===== config.mk =====
export PLATFORM = sky130hd
export DESIGN_NAME = cache_record_stream_validator
export DESIGN_NICKNAME = d
export VERILOG_FILES = /design/src/rtl/crsv_pkg.sv /design/src/rtl/crsv_parser.sv /design/src/rtl/crsv_out_skid.sv /design/src/rtl/cache_record_stream_validator.sv
export SDC_FILE = /design/constraint.sdc
export NUM_CORES = 2
export LEC_CHECK = 0
export BUFFER_PORTS_ARGS = -buffer_cell sky130_fd_sc_hd__buf_4
export CAP_MARGIN = 20
export CORE_MARGIN = 2
export CORE_UTILIZATION = 38
export DETAILED_ROUTE_END_ITERATION = 8
export GPL_TIMING_DRIVEN = 0
export SYNTH_ARGS = -nofsm -noshare
export SYNTH_HDL_FRONTEND = slang
export SYNTH_HIERARCHICAL = 1
export SYNTH_SLANG_ARGS = --single-unit

===== constraint.sdc =====
create_clock -name aclk -period 21.2 [get_ports aclk]
set_input_delay 2.12 -clock aclk [delete_from_list [all_inputs] [get_ports aclk]]
set_output_delay 2.12 -clock aclk [all_outputs]
set_load 0.03 [all_outputs]

===== src/rtl/crsv_pkg.sv =====
// crsv_pkg: shared types, codes, limits and the CRC-32 byte step
// for the cache record stream validator. No dependencies.
`timescale 1ns / 1ps

package crsv_pkg;

    localparam int OFFSET_WIDTH_DEF = 40;

    localparam int RSO_W  = 17;
    localparam int KLEN_W = 13;
    localparam int VLEN_W = 23;
    localparam int CNT_W  = 23;

    localparam logic [31:0] REC_MAGIC = 32'h3152_4357;
    localparam logic [31:0] TOMB_LEN  = 32'hFFFF_FFFF;
    localparam logic [31:0] CRC_POLY  = 32'hEDB8_8320;
    localparam logic [31:0] CRC_INIT  = 32'hFFFF_FFFF;

    localparam logic [RSO_W-1:0]  RSO_RESET  = 17'd16;
    localparam logic [KLEN_W-1:0] MAXK_RESET = 13'd4096;
    localparam logic [VLEN_W-1:0] MAXV_RESET = 23'd4194304;

    // configuration register indexes
    localparam logic [1:0] REG_RECORDS_START = 2'd0;
    localparam logic [1:0] REG_MAX_KEY       = 2'd1;
    localparam logic [1:0] REG_MAX_VALUE     = 2'd2;

    localparam logic CMD_BYTE = 1'b0;
    localparam logic CMD_END  = 1'b1;

    typedef enum logic [1:0] {
        KIND_VALUE = 2'd0,
        KIND_TOMB  = 2'd1,
        KIND_TAIL  = 2'd2,
        KIND_END   = 2'd3
    } kind_t;

    typedef enum logic [1:0] {
        ERR_NONE       = 2'd0,
        ERR_BAD_HEADER = 2'd1,
        ERR_TRUNCATED  = 2'd2,
        ERR_CRC        = 2'd3
    } err_t;

    typedef struct packed {
        logic [RSO_W-1:0]  records_start_offset;
        logic [KLEN_W-1:0] max_key_length;
        logic [VLEN_W-1:0] max_value_length;
    } cfg_t;

    // result tdata width, rounded up to whole bytes
    function automatic int tdata_width(input int ow);
        int raw;
        raw = 2 + KLEN_W + VLEN_W + ow + 32 + ow + 1;
        return ((raw + 7) >> 3) << 3;
    endfunction

    // reflected CRC-32, one byte
    function automatic logic [31:0] crc32_byte(input logic [31:0] crc, input logic [7:0] b);
        logic [31:0] c;
        c = crc ^ {24'b0, b};
        for (int i = 0; i < 8; i++) begin
            c = (c >> 1) ^ (CRC_POLY & {32{c[0]}});
        end
        return c;
    endfunction

endpackage


===== src/rtl/crsv_parser.sv =====
// crsv_parser: record header capture, limit checks, CRC and result build.
// One byte per cycle. Depends on crsv_pkg.
`timescale 1ns / 1ps

module crsv_parser #(
    parameter int OFFSET_WIDTH = crsv_pkg::OFFSET_WIDTH_DEF,
    parameter int TDATA_W      = crsv_pkg::tdata_width(OFFSET_WIDTH)
) (
    input  logic               aclk,
    input  logic               aresetn,
    input  crsv_pkg::cfg_t     cfg,
    input  logic               in_valid,
    input  logic               in_cmd,
    input  logic [7:0]         in_byte,
    output logic               res_valid,
    output crsv_pkg::kind_t    res_kind,
    output logic [TDATA_W-1:0] res_data
);
    import crsv_pkg::*;

    typedef enum logic [1:0] {
        PH_HDR = 2'd0,
        PH_KEY = 2'd1,
        PH_VAL = 2'd2
    } phase_t;

    phase_t                  phase_reg, phase_next;
    logic [CNT_W-1:0]        field_count_reg, field_count_next;
    logic [63:0]             header_shift_reg, header_shift_next;
    logic [KLEN_W-1:0]       key_len_reg, key_len_next;
    logic [31:0]             value_len_reg, value_len_next;
    logic [31:0]             stored_check_reg, stored_check_next;
    logic [31:0]             running_crc_reg, running_crc_next;
    logic [OFFSET_WIDTH-1:0] stream_offset_reg, stream_offset_next;
    logic [OFFSET_WIDTH-1:0] value_start_reg, value_start_next;
    logic [OFFSET_WIDTH-1:0] good_length_reg, good_length_next;
    logic                    stopped_reg, stopped_next;
    err_t                    stop_code_reg, stop_code_next;

    logic [31:0]             crc_upd;
    logic [OFFSET_WIDTH-1:0] off_inc;
    logic [CNT_W-1:0]        cnt_inc;
    logic [3:0]              hdr_idx;
    logic                    is_tomb;
    logic [VLEN_W-1:0]       vlen_out;
    logic [31:0]             klen_hdr;
    logic                    hdr_bad;
    logic                    fin;
    logic [OFFSET_WIDTH-1:0] fin_voff;
    err_t                    end_err;

    err_t                    r_err;
    logic [KLEN_W-1:0]       r_klen;
    logic [VLEN_W-1:0]       r_vlen;
    logic [OFFSET_WIDTH-1:0] r_voff;
    logic [31:0]             r_crc;
    logic [OFFSET_WIDTH-1:0] r_vlength;
    logic                    r_tail;

    assign crc_upd  = crc32_byte(running_crc_reg, in_byte);
    assign off_inc  = stream_offset_reg + OFFSET_WIDTH'(1);
    assign cnt_inc  = field_count_reg + CNT_W'(1);
    assign hdr_idx  = field_count_reg[3:0];
    assign is_tomb  = (value_len_reg == TOMB_LEN);
    assign vlen_out = is_tomb ? '0 : value_len_reg[VLEN_W-1:0];
    assign klen_hdr = header_shift_reg[63:32];

    always_comb begin
        phase_next         = phase_reg;
        field_count_next   = field_count_reg;
        header_shift_next  = header_shift_reg;
        key_len_next       = key_len_reg;
        value_len_next     = value_len_reg;
        stored_check_next  = stored_check_reg;
        running_crc_next   = running_crc_reg;
        stream_offset_next = stream_offset_reg;
        value_start_next   = value_start_reg;
        good_length_next   = good_length_reg;
        stopped_next       = stopped_reg;
        stop_code_next     = stop_code_reg;

        res_valid = 1'b0;
        res_kind  = KIND_VALUE;
        r_err     = ERR_NONE;
        r_klen    = '0;
        r_vlen    = '0;
        r_voff    = '0;
        r_crc     = '0;
        r_vlength = good_length_reg;
        r_tail    = 1'b0;

        fin      = 1'b0;
        fin_voff = value_start_reg;
        hdr_bad  = 1'b0;
        end_err  = ERR_NONE;

        if (in_valid) begin
            if (in_cmd == CMD_END) begin
                if (stopped_reg) begin
                    end_err = stop_code_reg;
                end else if (phase_reg != PH_HDR || field_count_reg >= CNT_W'(4)) begin
                    end_err = ERR_TRUNCATED;
                end
                res_valid = 1'b1;
                res_kind  = KIND_END;
                r_err     = end_err;
                r_tail    = (end_err != ERR_NONE);
                // rearm with the current register values
                phase_next         = PH_HDR;
                field_count_next   = '0;
                header_shift_next  = '0;
                key_len_next       = '0;
                value_len_next     = '0;
                stored_check_next  = '0;
                running_crc_next   = CRC_INIT;
                stream_offset_next = OFFSET_WIDTH'(cfg.records_start_offset);
                value_start_next   = '0;
                good_length_next   = OFFSET_WIDTH'(cfg.records_start_offset);
                stopped_next       = 1'b0;
                stop_code_next     = ERR_NONE;
            end else if (!stopped_reg) begin
                stream_offset_next = off_inc;
                unique case (phase_reg)
                    PH_HDR: begin
                        if (!hdr_idx[3]) begin
                            header_shift_next[hdr_idx[2:0]*8 +: 8] = in_byte;
                        end else if (!hdr_idx[2]) begin
                            value_len_next[hdr_idx[1:0]*8 +: 8] = in_byte;
                        end else begin
                            stored_check_next[hdr_idx[1:0]*8 +: 8] = in_byte;
                        end
                        field_count_next = CNT_W'(hdr_idx) + CNT_W'(1);
                        if (hdr_idx == 4'd15) begin
                            hdr_bad = (header_shift_reg[31:0] != REC_MAGIC) ||
                                      (klen_hdr == 32'd0) ||
                                      (klen_hdr > 32'(cfg.max_key_length)) ||
                                      (!is_tomb &&
                                       value_len_reg > 32'(cfg.max_value_length));
                            if (hdr_bad) begin
                                stopped_next   = 1'b1;
                                stop_code_next = ERR_BAD_HEADER;
                                res_valid      = 1'b1;
                                res_kind       = KIND_TAIL;
                                r_err          = ERR_BAD_HEADER;
                                r_klen         = klen_hdr[KLEN_W-1:0];
                                r_vlen         = vlen_out;
                                r_crc          = stored_check_next;
                                r_tail         = 1'b1;
                            end else begin
                                key_len_next     = klen_hdr[KLEN_W-1:0];
                                phase_next       = PH_KEY;
                                field_count_next = '0;
                                running_crc_next = CRC_INIT;
                            end
                        end
                    end
                    PH_KEY: begin
                        running_crc_next = crc_upd;
                        field_count_next = cnt_inc;
                        if (cnt_inc >= CNT_W'(key_len_reg)) begin
                            value_start_next = off_inc;
                            if (is_tomb || value_len_reg == 32'd0) begin
                                fin      = 1'b1;
                                fin_voff = off_inc;
                            end else begin
                                phase_next       = PH_VAL;
                                field_count_next = '0;
                            end
                        end
                    end
                    PH_VAL: begin
                        running_crc_next = crc_upd;
                        field_count_next = cnt_inc;
                        if (32'(cnt_inc) >= value_len_reg) begin
                            fin = 1'b1;
                        end
                    end
                    default: begin
                        phase_next = PH_HDR;
                    end
                endcase

                if (fin) begin
                    res_valid = 1'b1;
                    r_klen    = key_len_reg;
                    r_vlen    = vlen_out;
                    r_voff    = fin_voff;
                    r_crc     = stored_check_reg;
                    if (~crc_upd != stored_check_reg) begin
                        stopped_next   = 1'b1;
                        stop_code_next = ERR_CRC;
                        res_kind       = KIND_TAIL;
                        r_err          = ERR_CRC;
                        r_tail         = 1'b1;
                    end else begin
                        res_kind          = is_tomb ? KIND_TOMB : KIND_VALUE;
                        good_length_next  = off_inc;
                        r_vlength         = off_inc;
                        phase_next        = PH_HDR;
                        field_count_next  = '0;
                        header_shift_next = '0;
                        value_len_next    = '0;
                        stored_check_next = '0;
                    end
                end
            end
        end
    end

    assign res_data = TDATA_W'({r_tail, r_vlength, r_crc, r_voff, r_vlen, r_klen, r_err});

    always_ff @(posedge aclk) begin
        if (!aresetn) begin
            phase_reg         <= PH_HDR;
            field_count_reg   <= '0;
            header_shift_reg  <= '0;
            key_len_reg       <= '0;
            value_len_reg     <= '0;
            stored_check_reg  <= '0;
            running_crc_reg   <= CRC_INIT;
            stream_offset_reg <= OFFSET_WIDTH'(RSO_RESET);
            value_start_reg   <= '0;
            good_length_reg   <= OFFSET_WIDTH'(RSO_RESET);
            stopped_reg       <= 1'b0;
            stop_code_reg     <= ERR_NONE;
        end else begin
            phase_reg         <= phase_next;
            field_count_reg   <= field_count_next;
            header_shift_reg  <= header_shift_next;
            key_len_reg       <= key_len_next;
            value_len_reg     <= value_len_next;
            stored_check_reg  <= stored_check_next;
            running_crc_reg   <= running_crc_next;
            stream_offset_reg <= stream_offset_next;
            value_start_reg   <= value_start_next;
            good_length_reg   <= good_length_next;
            stopped_reg       <= stopped_next;
            stop_code_reg     <= stop_code_next;
        end
    end

    // a checked header never leaves a zero key length
    a_key_len_nonzero: assert property (@(posedge aclk) disable iff (!aresetn)
        (phase_reg == PH_KEY) |-> (key_len_reg != '0))
        else $error("key phase with zero key length");

    // live header capture stays inside the 16 header bytes
    a_hdr_count: assert property (@(posedge aclk) disable iff (!aresetn)
        (phase_reg == PH_HDR && !stopped_reg) |-> (field_count_reg < CNT_W'(16)))
        else $error("header byte count out of range");

    // end of stream always reports, and rearms clean
    a_end_report: assert property (@(posedge aclk) disable iff (!aresetn)
        (in_valid && in_cmd == CMD_END) |-> res_valid ##1 (!stopped_reg && phase_reg == PH_HDR))
        else $error("end of stream without report or rearm");

    // once stopped, bytes are dropped silently
    a_stopped_quiet: assert property (@(posedge aclk) disable iff (!aresetn)
        (in_valid && in_cmd == CMD_BYTE && stopped_reg) |-> !res_valid)
        else $error("result after stop");

endmodule


===== src/rtl/crsv_out_skid.sv =====
// crsv_out_skid: two-entry output register with skid stage for results.
// Generic width, no package dependency.
`timescale 1ns / 1ps

module crsv_out_skid #(
    parameter int WIDTH = 8
) (
    input  logic             aclk,
    input  logic             aresetn,
    input  logic             in_valid,
    input  logic [WIDTH-1:0] in_data,
    output logic             in_ready,
    output logic             out_valid,
    input  logic             out_ready,
    output logic [WIDTH-1:0] out_data
);
    logic             out_valid_reg;
    logic [WIDTH-1:0] out_data_reg;
    logic             skid_valid_reg;
    logic [WIDTH-1:0] skid_data_reg;
    logic             pop;

    assign pop       = out_valid_reg && out_ready;
    assign out_valid = out_valid_reg;
    assign out_data  = out_data_reg;
    assign in_ready  = !skid_valid_reg;

    always_ff @(posedge aclk) begin
        if (!aresetn) begin
            out_valid_reg  <= 1'b0;
            skid_valid_reg <= 1'b0;
        end else begin
            if (pop) begin
                if (skid_valid_reg) begin
                    out_data_reg   <= skid_data_reg;
                    skid_valid_reg <= 1'b0;
                end else begin
                    out_valid_reg <= in_valid;
                    out_data_reg  <= in_data;
                end
            end else if (!out_valid_reg) begin
                out_valid_reg <= in_valid;
                out_data_reg  <= in_data;
            end else if (in_valid) begin
                skid_valid_reg <= 1'b1;
                skid_data_reg  <= in_data;
            end
        end
    end

    a_skid_order: assert property (@(posedge aclk) disable iff (!aresetn)
        skid_valid_reg |-> out_valid_reg)
        else $error("skid entry without head entry");

    a_no_overrun: assert property (@(posedge aclk) disable iff (!aresetn)
        in_valid |-> in_ready)
        else $error("result offered while buffer full");

    a_skid_fill: assert property (@(posedge aclk) disable iff (!aresetn)
        (in_valid && out_valid_reg && !out_ready) |=> skid_valid_reg)
        else $error("stalled result not held in skid stage");

endmodule


===== src/rtl/cache_record_stream_validator.sv =====
// cache_record_stream_validator: top level, config registers, parser and output buffer.
// Depends on crsv_pkg, crsv_parser, crsv_out_skid.
`timescale 1ns / 1ps

// Channel  Dir  tdata (low bit up)                         tuser
// s_       in   data_byte[7:0]                             cmd
// m_       out  err_code, key_length, value_length,        kind[1:0]
//               val_offset, record_crc, valid_length,
//               tail_rejected, zero pad to bytes
// cfg_     in   write port: cfg_wr_en, cfg_addr, cfg_wr_data
//
// Rate: one request per cycle while s_tready is high; the parser state is updated in the
//   accept cycle (CRC byte step, offset increment, length compare) and the
//   result is registered into the output stage before it shows on m_.
// Reset: synchronous, active low; registers go to their defaults, no sweep.
// Stalls: a two-entry output stage holds results; s_tready drops while its
//   second entry is occupied, even in a cycle where the head is taken.
// The start offset register takes effect at reset and at each end-of-stream
//   rearm; the length limits apply from the next header check.

module cache_record_stream_validator #(
    parameter int OFFSET_WIDTH = crsv_pkg::OFFSET_WIDTH_DEF
) (
    input  logic                                          aclk,
    input  logic                                          aresetn,
    // configuration write port
    input  logic                                          cfg_wr_en,
    input  logic [1:0]                                    cfg_addr,
    input  logic [crsv_pkg::VLEN_W-1:0]                   cfg_wr_data,
    // input stream
    input  logic                                          s_tvalid,
    output logic                                          s_tready,
    input  logic [7:0]                                    s_tdata,  // data_byte
    input  logic                                          s_tuser,  // cmd
    // result stream
    output logic                                          m_tvalid,
    input  logic                                          m_tready,
    // err_code, key_length, value_length, val_offset, record_crc,
    // valid_length, tail_rejected
    output logic [crsv_pkg::tdata_width(OFFSET_WIDTH)-1:0] m_tdata,
    output logic [1:0]                                    m_tuser   // kind
);
    import crsv_pkg::*;

    localparam int TDATA_W = tdata_width(OFFSET_WIDTH);

    cfg_t                 cfg_reg;
    logic                 accept;
    logic                 res_valid;
    kind_t                res_kind;
    logic [TDATA_W-1:0]   res_data;
    logic [TDATA_W+1:0]   buf_out;

    // configuration registers; out-of-list indexes are dropped
    always_ff @(posedge aclk) begin
        if (!aresetn) begin
            cfg_reg.records_start_offset <= RSO_RESET;
            cfg_reg.max_key_length       <= MAXK_RESET;
            cfg_reg.max_value_length     <= MAXV_RESET;
        end else if (cfg_wr_en) begin
            unique case (cfg_addr)
                REG_RECORDS_START: cfg_reg.records_start_offset <= cfg_wr_data[RSO_W-1:0];
                REG_MAX_KEY:       cfg_reg.max_key_length       <= cfg_wr_data[KLEN_W-1:0];
                REG_MAX_VALUE:     cfg_reg.max_value_length     <= cfg_wr_data;
                default: ;
            endcase
        end
    end

    assign accept = s_tvalid && s_tready;

    crsv_parser #(
        .OFFSET_WIDTH (OFFSET_WIDTH),
        .TDATA_W      (TDATA_W)
    ) u_parser (
        .aclk      (aclk),
        .aresetn   (aresetn),
        .cfg       (cfg_reg),
        .in_valid  (accept),
        .in_cmd    (s_tuser),
        .in_byte   (s_tdata),
        .res_valid (res_valid),
        .res_kind  (res_kind),
        .res_data  (res_data)
    );

    // kind rides in the top two bits through the output stage
    crsv_out_skid #(
        .WIDTH (TDATA_W + 2)
    ) u_out (
        .aclk      (aclk),
        .aresetn   (aresetn),
        .in_valid  (res_valid),
        .in_data   ({res_kind, res_data}),
        .in_ready  (s_tready),
        .out_valid (m_tvalid),
        .out_ready (m_tready),
        .out_data  (buf_out)
    );

    assign m_tdata = buf_out[TDATA_W-1:0];
    assign m_tuser = buf_out[TDATA_W+1:TDATA_W];

endmodule


==> impl_metrics.yaml <==
setup_path:
  cp-endpoint: "u_out/out_data[77]$_DFFE_PP_"
  r2r-start: "u_parser/field_count_reg[0]$_SDFFE_PN0P_"
  worstPathMaxFanout: 14
  ff2ff_path_depth: 16
  reg2reg_slack_ns: 14.54
  path_cells: "inv_1, nor3_1, and3_1, nand3_1, nor2_1, xor2_1, ha_1, a21o_1, a2111oi_0, nand4_1, o21ai_2, nand2_1, nand2_1, clkbuf_1, a211oi_1, mux2_2"
  worstPathRequired_ns: 21.56
  path_class: "flop to flop"
  slowest_delay_ns: 0.71
  cp_slowest_cell: "dfxtp_1"
  cp.arrival_ns: 7.02
  crit_path_end_kind: "flop"
  cp-start-kind: "flop"
  reg2reg_to: "u_out/out_data[77]$_DFFE_PP_"
  cp_common_cell: "nand2_1"
  startpoint: "u_parser/field_count_reg[0]$_SDFFE_PN0P_"
routing:
  highest_layer: "met5"
  routed_wl_mm: 100.6
  drc: 0
  wl_met1_mm: 44.44
  met2_length_mm: 47.57
  drtPass1Iterations: 6
  ant_nets: 0
  wl_per_cell_um: 21.95
  via_count: 24910
  drt_iter0_drc: 2383
  vias_per_cell: 5.436
  wl_met3_mm: 5.948
timing:
  relSlewSlack: 0.2423
  tightest_slew_ns: 1.127
  fin_hold_ws_ns: 0.4458
  grt_setup_unrepaired: "false"
  setup_viol: 0
  period_share: 0.3142
  final_hold_viol_count: 0
  final.setup.tns_ns: 0
  min_period_ns: 6.660
  slew_viol_final: 0
  fin_ws_ns: 14.54
  fin_skew_ns: 0.02549
  clock.fmax_ghz: 0.1501
layout:
  layout-drive-gt1-share: 0.1711
  most-common-layout-cells: "nand2_1, dfxtp_1, edfxtp_1"
  final_common_cell: "nand2_1"
  nets: 3497
  syn2layout_area_growth_pct: 17.26
floorplan:
  dieArea_um2: 88600
  core_area_um2: 85280
  initial_core_util: 0.3843
  ios: 195
  die_width_um: 297.7
  die_y_um: 297.7
  rows: 107
hold_path:
  worstHoldPathCells: 2
  hold_path.class: "flop to flop"
job:
  max-cap-violations: 0
clocking:
  tritoncts: "done"
  clock_sinks: 684
  clk_latency_ns: 0.63
  cts_resized: 0
  clockBufferDepth: 3
  root_buffer: "clkbuf_16"
  cts_setup_buffers: 0
  hold_buffers: 0
  clkTransAtPathRegs_ns: 0.06
  cts_buffers: 75
  h-tree-depth: 3
placed_design:
  portBuffers: 186
  dp_slack_ns: 14.10
  gp_congestion: 0.9391
  post-dp-hpwl_mm: 73.20
pwr:
  seqPwrFrac: 0.466
  power_density_nw_per_um2: 78.36
  clkPwrFrac: 0.458
  cellLeakagePower_nw: 14.46
  share_comb_of_total_power: 0.076
  p_int_mw: 2.294
  power.switching_mw: 0.7170
  p_sw_frac: 0.2381
  ir_drop_v: 0.00004725
run_status:
  status: "finished clean"
synth:
  synth_edf_count: 308
  yosys.area.top_type_share: 0.2822
  synth.area.top_cells: "edfxtp_1, dfxtp_1, nand2_1, mux2_2, ha_1"
  avgSynthCellArea_um2: 10.57
  synth_top_area_cell: "edfxtp_1"
  netlist_instances: 3100
  syn-num-nets: 3223
  ys_ff_latch: 684
  ys_async_sr_fraction: 0
  synthesis.area_um2: 32770
  synth.yosys.seq_area_share: 0.5119
  yosysUniqueCellTypes: 95
  yosysWarnings: 6
  ys.flop_type: "dfxtp_1"
global_route:
  grt_overflow: 0
  grt_max_degree: 63
  gr-usage-all-layers: 0.2209
  antenna_found_initial: 2
  grt_pass1_vias: 23820
  grt_first_pass_wirelength_mm: 151.4
==> power groups by stage <==
stage          Clock (mW)  Combinational, mW  Sequential, mW
6_report             1.38              0.229            1.40
5_1_grt              1.46              0.242            1.40
4_1_cts              1.41              0.227            1.40
3_5_place_dp            0              0.226            1.43
3_3_place_gp            0              0.223            1.44
2_1_floorplan           0              0.117            1.46
==> cell families (layout without fill, tap and decap cells) <==
group	Yosys count	in the layout	share of synthesized area
compound gates	629	629	0.1271
xor+xnor	172	172	0.06319
other cells	1	2	0.0001144
mux	236	236	0.08488
simple gates	1013	1013	0.1421
buf+inv	281	618	0.03852
fa+ha+maj	84	84	0.03207
flops	684	684	0.5119
==> synth_stat cells, drive strengths merged, types with 6 or more instances <==
cell and instances:
a211oi 43, a21o 25, a21oi 84, a22o 34, a22oi 38, a2bb2oi 35, a311oi 8, a31oi 12
a32o 17, and2 41, and3 22, and4 6, buf 75, clkbuf 100, dfxtp 376, edfxtp 308
ha 84, inv 104, mux2 155, mux2i 81, nand2 452, nand2b 7, nand3 49, nand4 52
nor2 236, nor2b 20, nor3 38, nor3b 7, nor4 35, nor4b 7, o211ai 10, o21a 9
o21ai 237, o21bai 9, o31ai 20, or2 9, or3 14, xnor2 93, xnor3 21, xor2 54
==> how the worst min path moves through the flow <==
stage / from / to / slack (ns)
floorplan: u_parser/header_shift_reg[17]$_SDFFE_PN0P_ / u_parser/header_shift_reg[17]$_SDFFE_PN0P_ / 0.42
global placement: u_parser/header_shift_reg[29]$_SDFFE_PN0P_ / u_parser/header_shift_reg[29]$_SDFFE_PN0P_ / 0.43
detailed placement: u_parser/header_shift_reg[29]$_SDFFE_PN0P_ / u_parser/header_shift_reg[29]$_SDFFE_PN0P_ / 0.44
CTS: u_parser/good_length_reg[21]$_SDFFE_PN0P_ / u_parser/good_length_reg[21]$_SDFFE_PN0P_ / 0.45
global route: u_parser/good_length_reg[32]$_SDFFE_PN0P_ / u_parser/good_length_reg[32]$_SDFFE_PN0P_ / 0.47
finish: u_parser/header_shift_reg[47]$_SDFFE_PN0P_ / u_parser/header_shift_reg[47]$_SDFFE_PN0P_ / 0.45
==> per-stage QoR <==
stage                     std cells  utilization  total power, mW  instance area, µm²
final                          4582       0.4506            3.011               38430
after global routing           4581       0.4506            3.107               38420
after CTS                      4581       0.4506            3.039               38420
after detailed placement       4441       0.4200            1.658               35820
after global placement         4430       0.4174            1.666               35600
after floorplan                3100            -            1.579               32770
==> area by class of cell <==
cell class                      count  area, µm²
Antenna cell                        1      2.502
Buffer                            175      864.6
Clock buffer                      108       2236
Clock inverter                     32      371.6
Fill cell                        8121      46850
Inverter                          106      397.9
Multi-Input combinational cell   2135      14750
Sequential cell                   684      16780
Tap cell                         1144       1431
Timing Repair Buffer              197       1602
==> critical path, delay by kind of cell (launching register included) <==
kind	cells	cell delay [ns]
xor+xnor	1	0.29
buf+inv	2	0.93
compound gates	4	1.30
simple gates	7	2.48
fa+ha+maj	1	0.31
mux	1	0.34
flops	1	0.71
==> layer usage <==
metal | up-vias | GRT usage
met5 | - | 0
met4 | 2 | 0.07035
met3 | 144 | 0.03012
met2 | 876 | 0.3653
met1 | 12170 | 0.2988
li1 | 11720 | -
No activity file was read; power rests on OpenSTA's default activity.
